--- src/sv/bf3_pkg.sv ---
`default_nettype none
// ----------------------------------------------------------------------------
// bf3_pkg
// shared types and constants of the 3x3 box filter
// ----------------------------------------------------------------------------
package bf3_pkg;

   // line buffer geometry
   localparam int MAX_WIDTH = 1024;
   localparam int ADDR_W    = $clog2(MAX_WIDTH);
   localparam int WIDTH_W   = $clog2(MAX_WIDTH + 1);

   // field widths
   localparam int PIX_W = 8;
   localparam int ROW_W = 12;
   localparam int COL_W = 10;
   localparam int SUM_W = 12;

   // mean approximation: (sum * 28) >> 8
   localparam int MEAN_MUL   = 28;
   localparam int MEAN_SHIFT = 8;
   localparam int PROD_W     = SUM_W + 5;

   // queue between front and back
   localparam int Q_DEPTH = 4;
   localparam int Q_PTR_W = $clog2(Q_DEPTH);
   localparam int Q_CNT_W = $clog2(Q_DEPTH + 1);

   // configuration registers
   localparam int CSR_DATA_W  = 12;
   localparam int CSR_INDEX_W = 1;
   localparam logic [CSR_INDEX_W-1:0] CSR_IMAGE_WIDTH  = 1'd0;
   localparam logic [CSR_INDEX_W-1:0] CSR_IMAGE_HEIGHT = 1'd1;
   localparam logic [WIDTH_W-1:0] WIDTH_RESET  = 11'd512;
   localparam logic [ROW_W-1:0]   HEIGHT_RESET = 12'd512;
   localparam logic [WIDTH_W-1:0] WIDTH_MIN    = 11'd3;
   localparam logic [ROW_W-1:0]   HEIGHT_MIN   = 12'd3;

   typedef struct packed {
      logic [PIX_W-1:0] pixel;
      logic             frame_start;
   } bf3_req_type;

   typedef struct packed {
      logic [PIX_W-1:0] filtered;
      logic [ROW_W-1:0] out_row;
      logic [COL_W-1:0] out_col;
      logic             frame_last;
   } bf3_rsp_type;

   // window sum with its position, as queued between front and back
   typedef struct packed {
      logic [SUM_W-1:0] sum;
      logic [ROW_W-1:0] out_row;
      logic [COL_W-1:0] out_col;
      logic             frame_last;
   } bf3_win_type;

   typedef struct packed {
      logic [Q_CNT_W-1:0] count;
      logic               valid;
   } bf3_qstat_type;

endpackage
`default_nettype wire

--- src/sv/bf3_queue.sv ---
`default_nettype none
// ----------------------------------------------------------------------------
// bf3_queue
// short queue of window sums between front and back
// ----------------------------------------------------------------------------
module bf3_queue (
   input  wire logic                   clock,
   input  wire logic                   reset,
   input  wire logic                   push,
   input  wire bf3_pkg::bf3_win_type   push_data,
   input  wire logic                   pop,
   output      bf3_pkg::bf3_win_type   head_data,
   output      bf3_pkg::bf3_qstat_type stat
);
   import bf3_pkg::*;

   bf3_win_type        entry_ff [Q_DEPTH];
   logic [Q_PTR_W-1:0] wr_ptr_ff;
   logic [Q_PTR_W-1:0] rd_ptr_ff;
   logic [Q_CNT_W-1:0] count_ff;
   logic               do_pop;

   assign do_pop     = pop && (count_ff != '0);
   assign head_data  = entry_ff[rd_ptr_ff];
   assign stat.count = count_ff;
   assign stat.valid = count_ff != '0;

   always_ff @(posedge clock) begin
      if (reset) begin
         wr_ptr_ff <= '0;
         rd_ptr_ff <= '0;
         count_ff  <= '0;
      end else begin
         if (push) begin
            wr_ptr_ff <= wr_ptr_ff + 1'b1;
         end
         if (do_pop) begin
            rd_ptr_ff <= rd_ptr_ff + 1'b1;
         end
         if (push && !do_pop) begin
            count_ff <= count_ff + 1'b1;
         end else if (!push && do_pop) begin
            count_ff <= count_ff - 1'b1;
         end
      end
   end

   always_ff @(posedge clock) begin
      if (push) begin
         entry_ff[wr_ptr_ff] <= push_data;
      end
   end

endmodule
`default_nettype wire

--- config.mk ---
export PLATFORM = sky130hd
export DESIGN_NAME = bf3_queue
export DESIGN_NICKNAME = d
export VERILOG_FILES = /design/src/sv/bf3_pkg.sv /design/src/sv/bf3_queue.sv
export SDC_FILE = /design/constraint.sdc
export NUM_CORES = 1
export LEC_CHECK = 0
export BUFFER_PORTS_ARGS = -buffer_cell sky130_fd_sc_hd__buf_2
export CAP_MARGIN = 20
export CORE_MARGIN = 2
export CORE_UTILIZATION = 39
export DETAILED_ROUTE_END_ITERATION = 6
export PLACE_DENSITY_LB_ADDON = 0.15
export SETUP_SLACK_MARGIN = 0.3
export SLEW_MARGIN = 20
export SYNTH_ARGS = -nofsm -noshare
export SYNTH_HDL_FRONTEND = slang
export SYNTH_SLANG_ARGS = --single-unit
--- constraint.sdc ---
create_clock -name clock -period 2.5 [get_ports clock]
set_clock_uncertainty 0.15 [all_clocks]
set_input_delay 0.625 -clock clock [delete_from_list [all_inputs] [get_ports clock]]
set_output_delay 0.625 -clock clock [all_outputs]
set_load 0.05 [all_outputs]
Word level (Yosys, flattened, before mapping)

Memory sizes are Yosys's and may differ from the RTL's. A register that Yosys moved wholly into a read port is not among the register bits.
Cells that the tools add are included.

Register bits after elaboration: 7
RAM bits: 140
Input bits: 39
Output and inout port bits: 39
Logic and storage cells: 21
Memories kept: 1

Add/sub/neg operators: 4
Mux-type cells: 6
Reduce and logical (&&, ||, !) cells: 7

Memory list:

| memory   | words | bits a word | read ports | clocked after memory_dff | wr ports | line            | RTL |
|---|---|---|---|---|---|---|---|
| entry_ff | 4     | 35          | 1          | 1                        | 1        | bf3_queue.sv:17 | `bf3_win_type entry_ff [Q_DEPTH];` |

Operator list:

| cell                                             | count |
|---|---|
| two-way mux 3 bit                                | 2 |
| adder 2 x 1 -> 2 bit, second input constant      | 2 |
| two-way mux 2 bit                                | 2 |
| adder 3 x 1 -> 3 bit, second input constant      | 1 |
| logical AND 1 bit                                | 3 |
| nonzero test 3 bit                               | 1 |
| subtractor 3 x 1 -> 3 bit, second input constant | 1 |
| logical NOT 1 bit                                | 2 |
| two-way mux 1 bit                                | 2 |
| nonzero test 2 bit                               | 1 |

Depth between registers and ports, before layout

Depth after elaboration: 5
Depth in mapped cells: 7
Depth with buffers taken out: 7

Worst setup path after synthesis

No wires, ideal clock.

Kind: register to register
Start: register count_ff[0]
End: register count_ff[2]
Setup time: 0.070 ns
Data arrival time: 2.152 ns
Required time: 2.280 ns
Setup slack: 0.128 ns
Cell stages (with the launch flop): 8
Path buffers: 0
Period minus slack after synthesis: 2.372 ns
Cell sequence: dfxtp_1 -> o31ai_1 -> ha_1 -> inv_1 -> fa_1 -> xor2_1 -> or3_1 -> a21oi_1

Cells in the longest elaborated chain, start to end: 5
Elaborated cells between the ends (all ways): 10
Those cells by class: 2 x add/sub; 2 x mux; 6 x reduce/logical

Ends and longest elaborated chain:

| element                                                                           | line            | RTL |
|---|---|---|
| start, declared                                                                   | bf3_queue.sv:20 | `logic [Q_CNT_W-1:0] count_ff;` |
| start signal, assigned                                                            | bf3_queue.sv:41 | `count_ff <= count_ff + 1'b1;` |
| start signal, assigned                                                            | bf3_queue.sv:43 | `count_ff <= count_ff - 1'b1;` |
| parallel branches: the longest is 5 deep, another holds subtractor 3 x 1 -> 3 bit | --              |  |

Parallel ways; which one is timed is not known. The select of a mux whose other input is x is not followed.
A chain may end at the register's enable or synchronous reset.

==> out/metrics.yaml <==
p_comb_frac: 0.337
start_util: 0.399
final_cell_mix: "edfxtp_1, buf_2, mux4_2, buf_6, clkbuf_16"
ant_nets: 0
antenna_found_initial: 0
seq_power_share: 0.361
crit_required_ns: 1.73
die-area_um2: 15200
max_stage_delay_ns: 0.50
power_uw: 8290
ir_drop_mv: 0.450
drive_gt1_frac: 0.490
layout_commonest_cell: "edfxtp_1"
finalMaxSlewViolations: 0
wl_mm: 10.1
drt_iter0_drc: 139
slew_headroom: 0.681
grt_pass1_vias: 2745
die_x_um: 123
area_delta_synth_final_pct: 29.2
period_minus_slack_ns: 2.56
power_leakage_uw: 0.00245
hpwl_mm: 5.57
synthCells: 226
hold_violations: 0
globalplace.congestion: 0.671
drv_cap: 0
post-place-cells: 482
grt_max_degree: 36
postCtsHoldBufs: 0
h-tree-depth: 4
critPathLaunchType: "flop"
syn_avg_cell_area_um2: 24.5
cp-end-kind: "output port"
syn_area_um2: 5530
dpl_cell_area_um2: 6200
wl_per_cell_um: 19.5
status: "finished with violations"
coreArea_um2: 13900
row_count: 43
utilization: 0.515
drc: 0
grt-ovfl-total: 0
synth-seq-cells: 149
power.net_switching_uw: 2610
syn_nets: 271
setup.worst_path.class: "reg -> out"
synth_warnings: 0
die_h_um: 123
dr.pass1.iters: 4
worst_ep_arrival_time_ns: 1.78
dr_total_vias: 2545
design_area_um2: 7150
p_int_uw: 5670
cts_buffer_depth: 2
vias_per_cell: 4.90
pin_count: 78
crit_path_cell_trace: "buf_12 -> clkbuf_16 -> mux4_2 -> buf_6"
port_buffers: 77
synth.distinct_cells: 22
fill_cells: 1129
rsz0062_at_grt: "true"
finalCritPeriodShare: 1.02
crit_buf_inv: 3
clkSinkCount: 149
finalWorstSetupSlack_ns: -0.0598
grt_util_all_layers: 0.148
fin_tns_setup_ns: -0.676
p_clk_frac: 0.302
path_clk_slew_ns: 0.06
diodes: 0
cp_top_family: "multiplexers"
worstSkewPairLatency_ns: 0.42
synth.yosys.seq_area_share: 0.792
powerDensity_nw_per_um2: 1160
violations: "negative setup slack"
cts_tree: "built"
switching_share: 0.315
holdCritPathClass: "in -> reg"
crit_fanout: 5
finalSetupViolations: 19
timing.fmax_mhz: 391
cp_slowest_cell: "mux4_2"
cts_buffers: 17
root_buffer: "clkbuf_16"
tightestPinTransition_ns: 0.472
finalNonFillerCells: 519
grt_pass1_wl_mm: 15.5
fin_nets: 371
-- worst paths after layout --
kind	slack, ns	cells past startpoint	startpoint	end
setup / recovery	-0.06	4	flop	head_data[6]
hold / removal	0.27	1	push_data[9]	entry_ff[2][9]
setup reg to reg	0.40	7	count_ff[1]	count_ff[2]
hold reg to reg	0.38	2	count_ff[2]	count_ff[2]
-- state kept, by name, summed over array words and instances (netlist names), named ones only --
register / cells
entry_ff: 140
count_ff: 3
rd_ptr_ff: 2
wr_ptr_ff: 2
-- stage by stage --
stage / hold slack [ns] / setup slack (ns)
6_report: 0.267 / -0.0598
3_5_place_dp: 0.359 / 0.179
4_1_cts: 0.252 / -0.0919
5_1_grt: 0.252 / -0.118
3_3_place_gp: 0.351 / 0.220
2_1_floorplan: 0.335 / 0.323
-- metal layers --
layer,share of wire,track usage
met3,0.052,0.0595
met5,0,0
met4,0.017,0.0639
met1,0.43,0.187
met2,0.50,0.226
-- cell usage after synthesis, drive strengths merged --
cell | n | share of area
and2 | 4 | 0.0045
o31ai | 1 | 0.0014
or3 | 2 | 0.0023
fa | 1 | 0.0036
mux4 | 35 | 0.15
nor2 | 7 | 0.0047
xor2 | 4 | 0.0063
xnor2 | 1 | 0.0016
a21oi | 1 | 0.00090
edfxtp | 140 | 0.76
o21ai | 1 | 0.00090
clkbuf | 2 | 0.0016
ha | 5 | 0.011
buf | 7 | 0.016
inv | 3 | 0.0020
mux2i | 2 | 0.0036
dfxtp | 9 | 0.033
o311ai | 1 | 0.0016
-- power groups by stage --
| stage | clock network [µW] | logic (µW) | registers, µW |
|---|---|---|---|
| after floorplan | 0 | 1750 | 3050 |
| after global placement | 0 | 2210 | 3010 |
| after detailed placement | 0 | 2220 | 3020 |
| after CTS | 2560 | 2790 | 2990 |
| after global routing | 2670 | 2940 | 3010 |
| final | 2500 | 2790 | 2990 |
-- what timing repair did --
action	4_1_cts	5_1_grt
buffers inserted	2	0
cloned	2	1
setup endpoints to repair	35	36
resized for setup	83	4
-- kinds of logic (layout without fill, tap and decap cells) --
logic type               after synthesis  after routing  share of synthesized area
XOR/XNOR                               5              5                    0.00791
buffers and inverters                 12            125                     0.0192
AO/OA/AOI/OAI                          4              4                    0.00475
multiplexers                          37             37                      0.149
adder cells (fa/ha/maj)                6              6                     0.0149
AND/OR/NAND/NOR                       13             13                     0.0115
flip-flops                           149            149                      0.792
-- area by class of cell --
| class | count | area (µm²) | share of cell area |
|---|---|---|---|
| Sequential cell | 149 | 4390 | 0.614 |
| Multi-Input combinational cell | 65 | 1050 | 0.146 |
| Timing Repair Buffer | 90 | 886 | 0.124 |
| Clock buffer | 17 | 425 | 0.0595 |
| Tap cell | 180 | 225 | 0.0315 |
| Clock inverter | 15 | 164 | 0.0229 |
| Inverter | 3 | 11.3 | 0.00157 |
(Power assumes the default switching activity.)
