**config.mk**
```make
export PLATFORM = sky130hd
export DESIGN_NAME = bf3_back
export DESIGN_NICKNAME = d
export VERILOG_FILES = /design/src/sv/bf3_pkg.sv /design/src/sv/bf3_back.sv
export SDC_FILE = /design/constraint.sdc
export NUM_CORES = 1
export LEC_CHECK = 0
export BUFFER_PORTS_ARGS = -buffer_cell sky130_fd_sc_hd__buf_2
export CORE_MARGIN = 2
export CORE_UTILIZATION = 50
export CTS_CLUSTER_SIZE = 12
export DETAILED_ROUTE_END_ITERATION = 8
export GPL_TIMING_DRIVEN = 1
export PLACE_DENSITY = 0.84
export SYNTH_ARGS = -nofsm -noshare
export SYNTH_HDL_FRONTEND = slang
export SYNTH_SLANG_ARGS = --single-unit
```
**constraint.sdc**
```tcl
create_clock -name clock -period 6.2 [get_ports clock]
set_clock_uncertainty 0.05 [all_clocks]
set_input_delay 0.31 -clock clock [delete_from_list [all_inputs] [get_ports clock]]
set_output_delay 0.31 -clock clock [all_outputs]
set_load 0.05 [all_outputs]
```
**src/sv/bf3_pkg.sv**
```systemverilog
`default_nettype none
// ----------------------------------------------------------------------------
// bf3_pkg
// shared types and constants of the 3x3 box filter
// ----------------------------------------------------------------------------
package bf3_pkg;

   // line buffer geometry
   localparam int MAX_WIDTH = 1024;
   localparam int ADDR_W    = $clog2(MAX_WIDTH);
   localparam int WIDTH_W   = $clog2(MAX_WIDTH + 1);

   // field widths
   localparam int PIX_W = 8;
   localparam int ROW_W = 12;
   localparam int COL_W = 10;
   localparam int SUM_W = 12;

   // mean approximation: (sum * 28) >> 8
   localparam int MEAN_MUL   = 28;
   localparam int MEAN_SHIFT = 8;
   localparam int PROD_W     = SUM_W + 5;

   // queue between front and back
   localparam int Q_DEPTH = 4;
   localparam int Q_PTR_W = $clog2(Q_DEPTH);
   localparam int Q_CNT_W = $clog2(Q_DEPTH + 1);

   // configuration registers
   localparam int CSR_DATA_W  = 12;
   localparam int CSR_INDEX_W = 1;
   localparam logic [CSR_INDEX_W-1:0] CSR_IMAGE_WIDTH  = 1'd0;
   localparam logic [CSR_INDEX_W-1:0] CSR_IMAGE_HEIGHT = 1'd1;
   localparam logic [WIDTH_W-1:0] WIDTH_RESET  = 11'd512;
   localparam logic [ROW_W-1:0]   HEIGHT_RESET = 12'd512;
   localparam logic [WIDTH_W-1:0] WIDTH_MIN    = 11'd3;
   localparam logic [ROW_W-1:0]   HEIGHT_MIN   = 12'd3;

   typedef struct packed {
      logic [PIX_W-1:0] pixel;
      logic             frame_start;
   } bf3_req_type;

   typedef struct packed {
      logic [PIX_W-1:0] filtered;
      logic [ROW_W-1:0] out_row;
      logic [COL_W-1:0] out_col;
      logic             frame_last;
   } bf3_rsp_type;

   // window sum with its position, as queued between front and back
   typedef struct packed {
      logic [SUM_W-1:0] sum;
      logic [ROW_W-1:0] out_row;
      logic [COL_W-1:0] out_col;
      logic             frame_last;
   } bf3_win_type;

   typedef struct packed {
      logic [Q_CNT_W-1:0] count;
      logic               valid;
   } bf3_qstat_type;

endpackage
`default_nettype wire

```
**src/sv/bf3_back.sv**
```systemverilog
`default_nettype none
// ----------------------------------------------------------------------------
// bf3_back
// scales the window sum to the mean and holds the result item
// ----------------------------------------------------------------------------
module bf3_back (
   input  wire logic                   clock,
   input  wire logic                   reset,
   input  wire bf3_pkg::bf3_qstat_type q_stat,
   input  wire bf3_pkg::bf3_win_type   q_head,
   output      logic                   q_pop,
   output      logic                   rsp_empty,
   input  wire logic                   rsp_pop,
   output      bf3_pkg::bf3_rsp_type   rsp_item
);
   import bf3_pkg::*;

   logic              out_valid_ff;
   bf3_rsp_type       out_ff;
   logic [PROD_W-1:0] prod;

   assign prod  = PROD_W'(q_head.sum) * PROD_W'(MEAN_MUL);
   assign q_pop = q_stat.valid && (!out_valid_ff || rsp_pop);

   always_ff @(posedge clock) begin
      if (reset) begin
         out_valid_ff <= 1'b0;
      end else if (q_pop) begin
         out_valid_ff <= 1'b1;
      end else if (rsp_pop) begin
         out_valid_ff <= 1'b0;
      end
   end

   always_ff @(posedge clock) begin
      if (q_pop) begin
         out_ff.filtered   <= prod[MEAN_SHIFT +: PIX_W];
         out_ff.out_row    <= q_head.out_row;
         out_ff.out_col    <= q_head.out_col;
         out_ff.frame_last <= q_head.frame_last;
      end
   end

   assign rsp_empty = !out_valid_ff;
   assign rsp_item  = out_ff;

endmodule
`default_nettype wire

```
# ---- Word-level counts from Yosys, hierarchy flattened
# Cells that the tools add are included.
dict set report classes {
  n_addsub 0
  n_mul 1
  div_mod_pow 0
  magnitude_cmp 0
  n_eq_ne 0
  shift 0
  muxes 2
  bitwise 0
  reduce_logical 4
}
# cell count
set ops {}
lappend ops {{12-bit by 3-bit multiplier with 14-bit output, second input constant} 1}
lappend ops {{1-bit 2-to-1 mux} 2}
lappend ops {{2-bit nonzero test} 1}
lappend ops {{1-bit logical AND} 1}
lappend ops {{1-bit logical NOT} 1}
lappend ops {{1-bit logical OR} 1}
dict set report totals {
  register_bits 32
  latch_bits 0
  ramBits 0
  mem_bits_ro 0
  out_inout_bits 33
  elab_cells 12
  memories 0
}

# ---- Depth between registers and ports, before layout
dict set report depth {
  ltp_word 4
  mapped_depth 8
  mapped_depth_nobuf 8
}

# ---- Worst setup path before layout
# Ideal clock, no wire load.
dict set report synth_timing {
  path_kind {input -> register}
  from {input rsp_pop}
  to {register out_ff, in the netlist rsp_item[0], enable pin}
  setup_ns 0.519
  arrival_time_ns 3.696
  required_time_ns 5.631
  setup_slack_ns 1.935
  cell_stages 2
  n_path_buf 0
  path_cell_list {inv_1 a21boi_0}
}
dict set report synth_between {
  elab_chain_cells 2
}
# item line
set synth_rtl {}
lappend synth_rtl {{start, declared} bf3_back.sv:13} ;# input wire logic rsp_pop,
lappend synth_rtl {{1-bit logical OR} bf3_back.sv:23} ;# assign q_pop = q_stat.valid && (!out_valid_ff || rsp_pop);
lappend synth_rtl {{1-bit logical AND} bf3_back.sv:23}
lappend synth_rtl {{via q_pop} bf3_back.sv:11} ;# output logic q_pop,
lappend synth_rtl {{end, declared} bf3_back.sv:19} ;# bf3_rsp_type out_ff;
# The timed path passes the listed nets, and every way through them passes these cells.
# A chain may end at the register's enable or synchronous reset.

# ---- Worst setup path in the final report
dict set report layout_timing {
  from {input q_head[32] in the netlist's numbering}
  to {register out_ff, in the netlist rsp_item[30], data pin}
}
dict set report layout_between {
  elab_chain_cells 1
}
# item line
set layout_rtl {}
lappend layout_rtl {{start, declared} bf3_back.sv:10} ;# input wire bf3_pkg::bf3_win_type q_head,
lappend layout_rtl {{12-bit by 3-bit multiplier with 14-bit output} bf3_back.sv:22} ;# assign prod = PROD_W'(q_head.sum) * PROD_W'(MEAN_MUL);
lappend layout_rtl {{via prod[15]} bf3_back.sv:20} ;# logic [PROD_W-1:0] prod;
# The timed path passes the listed nets, and every way through them passes these cells.

==> results.txt <==
----------------------------------------------------
[Clock network]
  Maximum buffer depth of the clock tree ... 2
  Number of gates given a new drive strength after cts ... 0
  Clock latency reported for the late side of the worst-skew pair ... 0.31 ns
  Number of hold-repair buffers added at the cts stage ... 0
  Clock slew seen by the registers of the worst setup and hold paths ... 0.09 ns
  Post-CTS setup buffers ... 0
  Root buffer cell ... clkbuf_4
  Clock tree from TritonCTS ... built
  CTS H-tree depth ... 2
  Number of buffers created by CTS ... 5
  TritonCTS Sinks ... 32

[Die]
  Core Area ... 0.00331 mm^2
  Die width ... 62.3 um
  Ports ... 75
  Std cell rows ... 21
  Full die area ... 0.00388 mm^2
  Initial Util ... 51.3%
  Die Span Y ... 62.3 um

[Detailed routing]
  Top routing layer in use ... met4
  Vias per inst ... 5.06
  WL met2 ... 1.69 mm
  TritonRoute pass-1 iters ... 4
  Met1 Wirelength ... 1.18 mm
  Count of routing violations after the opening detailed-route iteration ... 28
  Routed WL per cell ... 13.4 um
  Number of nets with antenna violations after routing ... 0
  Via count ... 1210
  Routed length on met3 ... 235 um
  Residual DRC count ... 0
  Routed wire length ... 3.20 mm

[Worst hold path]
  Type of the tightest min-delay check ... in -> reg
  Instance count along the most critical hold path ... 2
  Hold-critical path endpoint ... out_valid_ff
  Launch point of the worst hold path ... reset

[Pwr]
  IR drop worst, VDD ... 0.110 mV
  Power density of the placed cells ... 292 mW/mm^2
  Tot Pwr ... 0.000643 W
  Static Leak ... 0.972 nW

[Worst setup path]
  Data required time at the worst endpoint ... 6.19 ns
  Reg2reg start ... out_valid_ff
  Type of element capturing the critical path ... register
  Highest cell delay on the worst timing path ... 0.46 ns
  Crit path max-delay cell type ... fa_1
  Arr. time, crit path ... 2.31 ns
  Sort of element at the start of the critical path ... primary input
  Highest net fanout along the worst path ... 5
  Number of cells on the worst reg-to-reg path ... 2
  Worst reg2reg setup slack ... 4.73 ns
  Capturing point of the worst reg2reg path ... rsp_item[25]
  Path type of the worst setup path ... in -> reg
  Worst-path cell chain ... buf_2 -> fa_1 -> ha_1 -> a21oi_1 -> nor3_1 -> a2111oi_2 -> o311ai_1

[Cells and area]
  Count of non-filler cells in the finished layout ... 239
  Count of filler cells inserted in the layout ... 265
  Fin nets ... 257
  Fraction of final layout cells sized beyond drive strength 1 ... 43.5%
  Area overhead of the layout relative to synthesis ... 29.5%
  Post-route core utilization ... 66.4%
  Diode count ... 0

[GRT]
  Pin count of the biggest net entering global routing ... 26
  Wire length of the first global-routing pass ... 5.34 mm
  Initial antenna violation count ... 0
  Tot GR Track Use ... 17.9%
  Aggregate global routing overflow ... 0
  Via count of the first global-routing pass ... 1236

[Placed design]
  GPL Wtd Cong ... 0.751
  IO buf count ... 71
  Placed Cells incl. Taps ... 231
  Worst setup timing slack at the placement stage ... 3.55 ns
  Half-perimeter wire length of the detailed placement result ... 2.68 mm

[Timing]
  # setup viols final ... 0
  Hold Fails Final Rpt ... 0
  Transition time at the pin with the least slew margin ... 0.420 ns
  Setup TNS ... 0 ns
  RSZ-0062 raised after global routing ... false
  Period Utilization, post-route ... 37.5%
  Normalized max-slew margin ... 71.9%
  F_max ... 430 MHz
  Number of pins exceeding their max-slew limit in the final report ... 0
  Fin worst setup slack ... 3.88 ns
  Minimum period implied by the final worst setup slack ... 2.32 ns

[Logic synthesis]
  Synthesis warning total ... 0
  Area of the mapped netlist ... 0.00170 mm^2
  Sequential cell area fraction in the yosys report ... 56.0%
  Cells taking the most area after synthesis ... edfxtp_1 (55%), fa_1 (13%), ha_1 (8.8%), a21oi_1 (2.1%), nor2b_1 (1.8%)
  Mapped Cells ... 113
  Synthesized flop and latch total ... 32
  Synthesized Nets ... 178
  Mean instance size in the synthesized netlist ... 15.0 um^2
  Number of library cell types mapped by synthesis ... 32
  Area share of the largest cell type after synthesis ... 54.8%
  Cell accounting for the most synthesized area ... edfxtp_1

[Job]
  Number of maximum-capacitance violations ... 0

[Run status]
  Status ... complete, no violations

----------------------------------------------------
[report_power, final]
| group | switching, W | internal, W | leakage, nW |
|---|---|---|---|
| clock network | 0.0000612 | 0.0000845 | 0.0422 |
| registers | 0.00000508 | 0.000267 | 0.308 |
| logic | 0.000153 | 0.0000723 | 0.622 |
[kinds of logic after synthesis]
logic type | after synthesis | share of synthesized area, %
AO/OA/AOI/OAI | 22 | 10.2
XOR/XNOR | 4 | 2.06
adder cells (fa/ha/maj) | 23 | 21.8
buffers and inverters | 7 | 1.55
flip-flops | 32 | 56.0
AND/OR/NAND/NOR | 25 | 8.33
[cells in the mapped netlist]
cell type,n
and2b_1,3
o2bb2ai_2,1
nand2_1,2
xnor2_1,3
o311ai_1,1
a2111oi_2,1
o31a_1,1
o21a_1,1
edfxtp_1,31
a31oi_1,1
o21bai_1,1
o21ai_0,1
o211ai_2,1
nand4b_1,2
nor2_1,6
nor3b_1,1
nand2b_1,1
inv_1,7
a21o_1,2
fa_1,11
xor2_1,1
ha_1,12
a21oi_1,7
nor3_1,1
o2111a_2,1
nand3_1,3
a21boi_0,1
dfxtp_1,1
nand4_1,1
nor2b_1,5
a211oi_1,1
o211a_1,1
[how the worst max path moves through the flow]
stage,from,end,slack (ns),cells after the start
6_report,q_head[32],rsp_item[30],3.88,7
5_1_grt,q_head[32],rsp_item[30],3.80,7
4_1_cts,q_head[32],rsp_item[30],3.90,7
3_5_place_dp,q_head[32],rsp_item[30],3.55,7
3_3_place_gp,q_head[31],rsp_item[30],3.67,7
2_1_floorplan,rsp_pop,rsp_item[0],1.93,2
[worst max-delay path: cells and delay by family]
| kind | cells | cell delay (ns) |
|---|---|---|
| buffers and inverters | 1 | 0.15 |
| adders and majority gates | 2 | 0.83 |
| AOI/OAI and AO/OA | 3 | 0.92 |
| and+or+nand+nor | 1 | 0.11 |
[layer usage]
layer / vias up / global-route usage [%]
li1: 578 / -
met1: 567 / 17.7
met2: 57 / 33.3
met3: 8 / 6.16
met4: 0 / 8.61
met5: - / 0
[sequential cells by signal, summed over array words and instances, names as in the netlist]
| signal | count |
|---|---|
| out_valid_ff | 1 |
| rsp_item | 31 |
[layout by cell type (no fill, tap or decap), types with 3 or more instances in the layout]
| cell type | synthesis | routed |
|---|---|---|
| a21oi_1 | 7 | 7 |
| ha_1 | 12 | 12 |
| edfxtp_1 | 31 | 31 |
| inv_1 | 7 | 7 |
| nand3_1 | 3 | 3 |
| buf_2 | 0 | 71 |
| xnor2_1 | 3 | 3 |
| clkbuf_4 | 0 | 5 |
| and2b_1 | 3 | 3 |
| fa_1 | 11 | 11 |
| nor2b_1 | 5 | 5 |
| nor2_1 | 6 | 6 |
[through the flow]
| stage | instance area (um^2) | hold slack [ns] |
|---|---|---|
| final | 2200 | 0.0919 |
| after global routing | 2200 | 0.0789 |
| after CTS | 2200 | 0.0780 |
| after detailed placement | 2120 | 0.417 |
| after global placement | 2120 | 0.419 |
| after floorplan | 1700 | 0.332 |
[cell type report]
cell class / instances / area [um^2] / area share (%)
Inverter: 7 / 26.3 / 1.20
Timing Repair Buffer: 72 / 363 / 16.5
Clock inverter: 2 / 35.0 / 1.59
Tap cell: 46 / 57.6 / 2.62
Clock buffer: 6 / 41.3 / 1.88
Sequential cell: 32 / 951 / 43.3
Multi-Input combinational cell: 74 / 724 / 33.0
No activity file was read; power rests on OpenSTA's default activity.
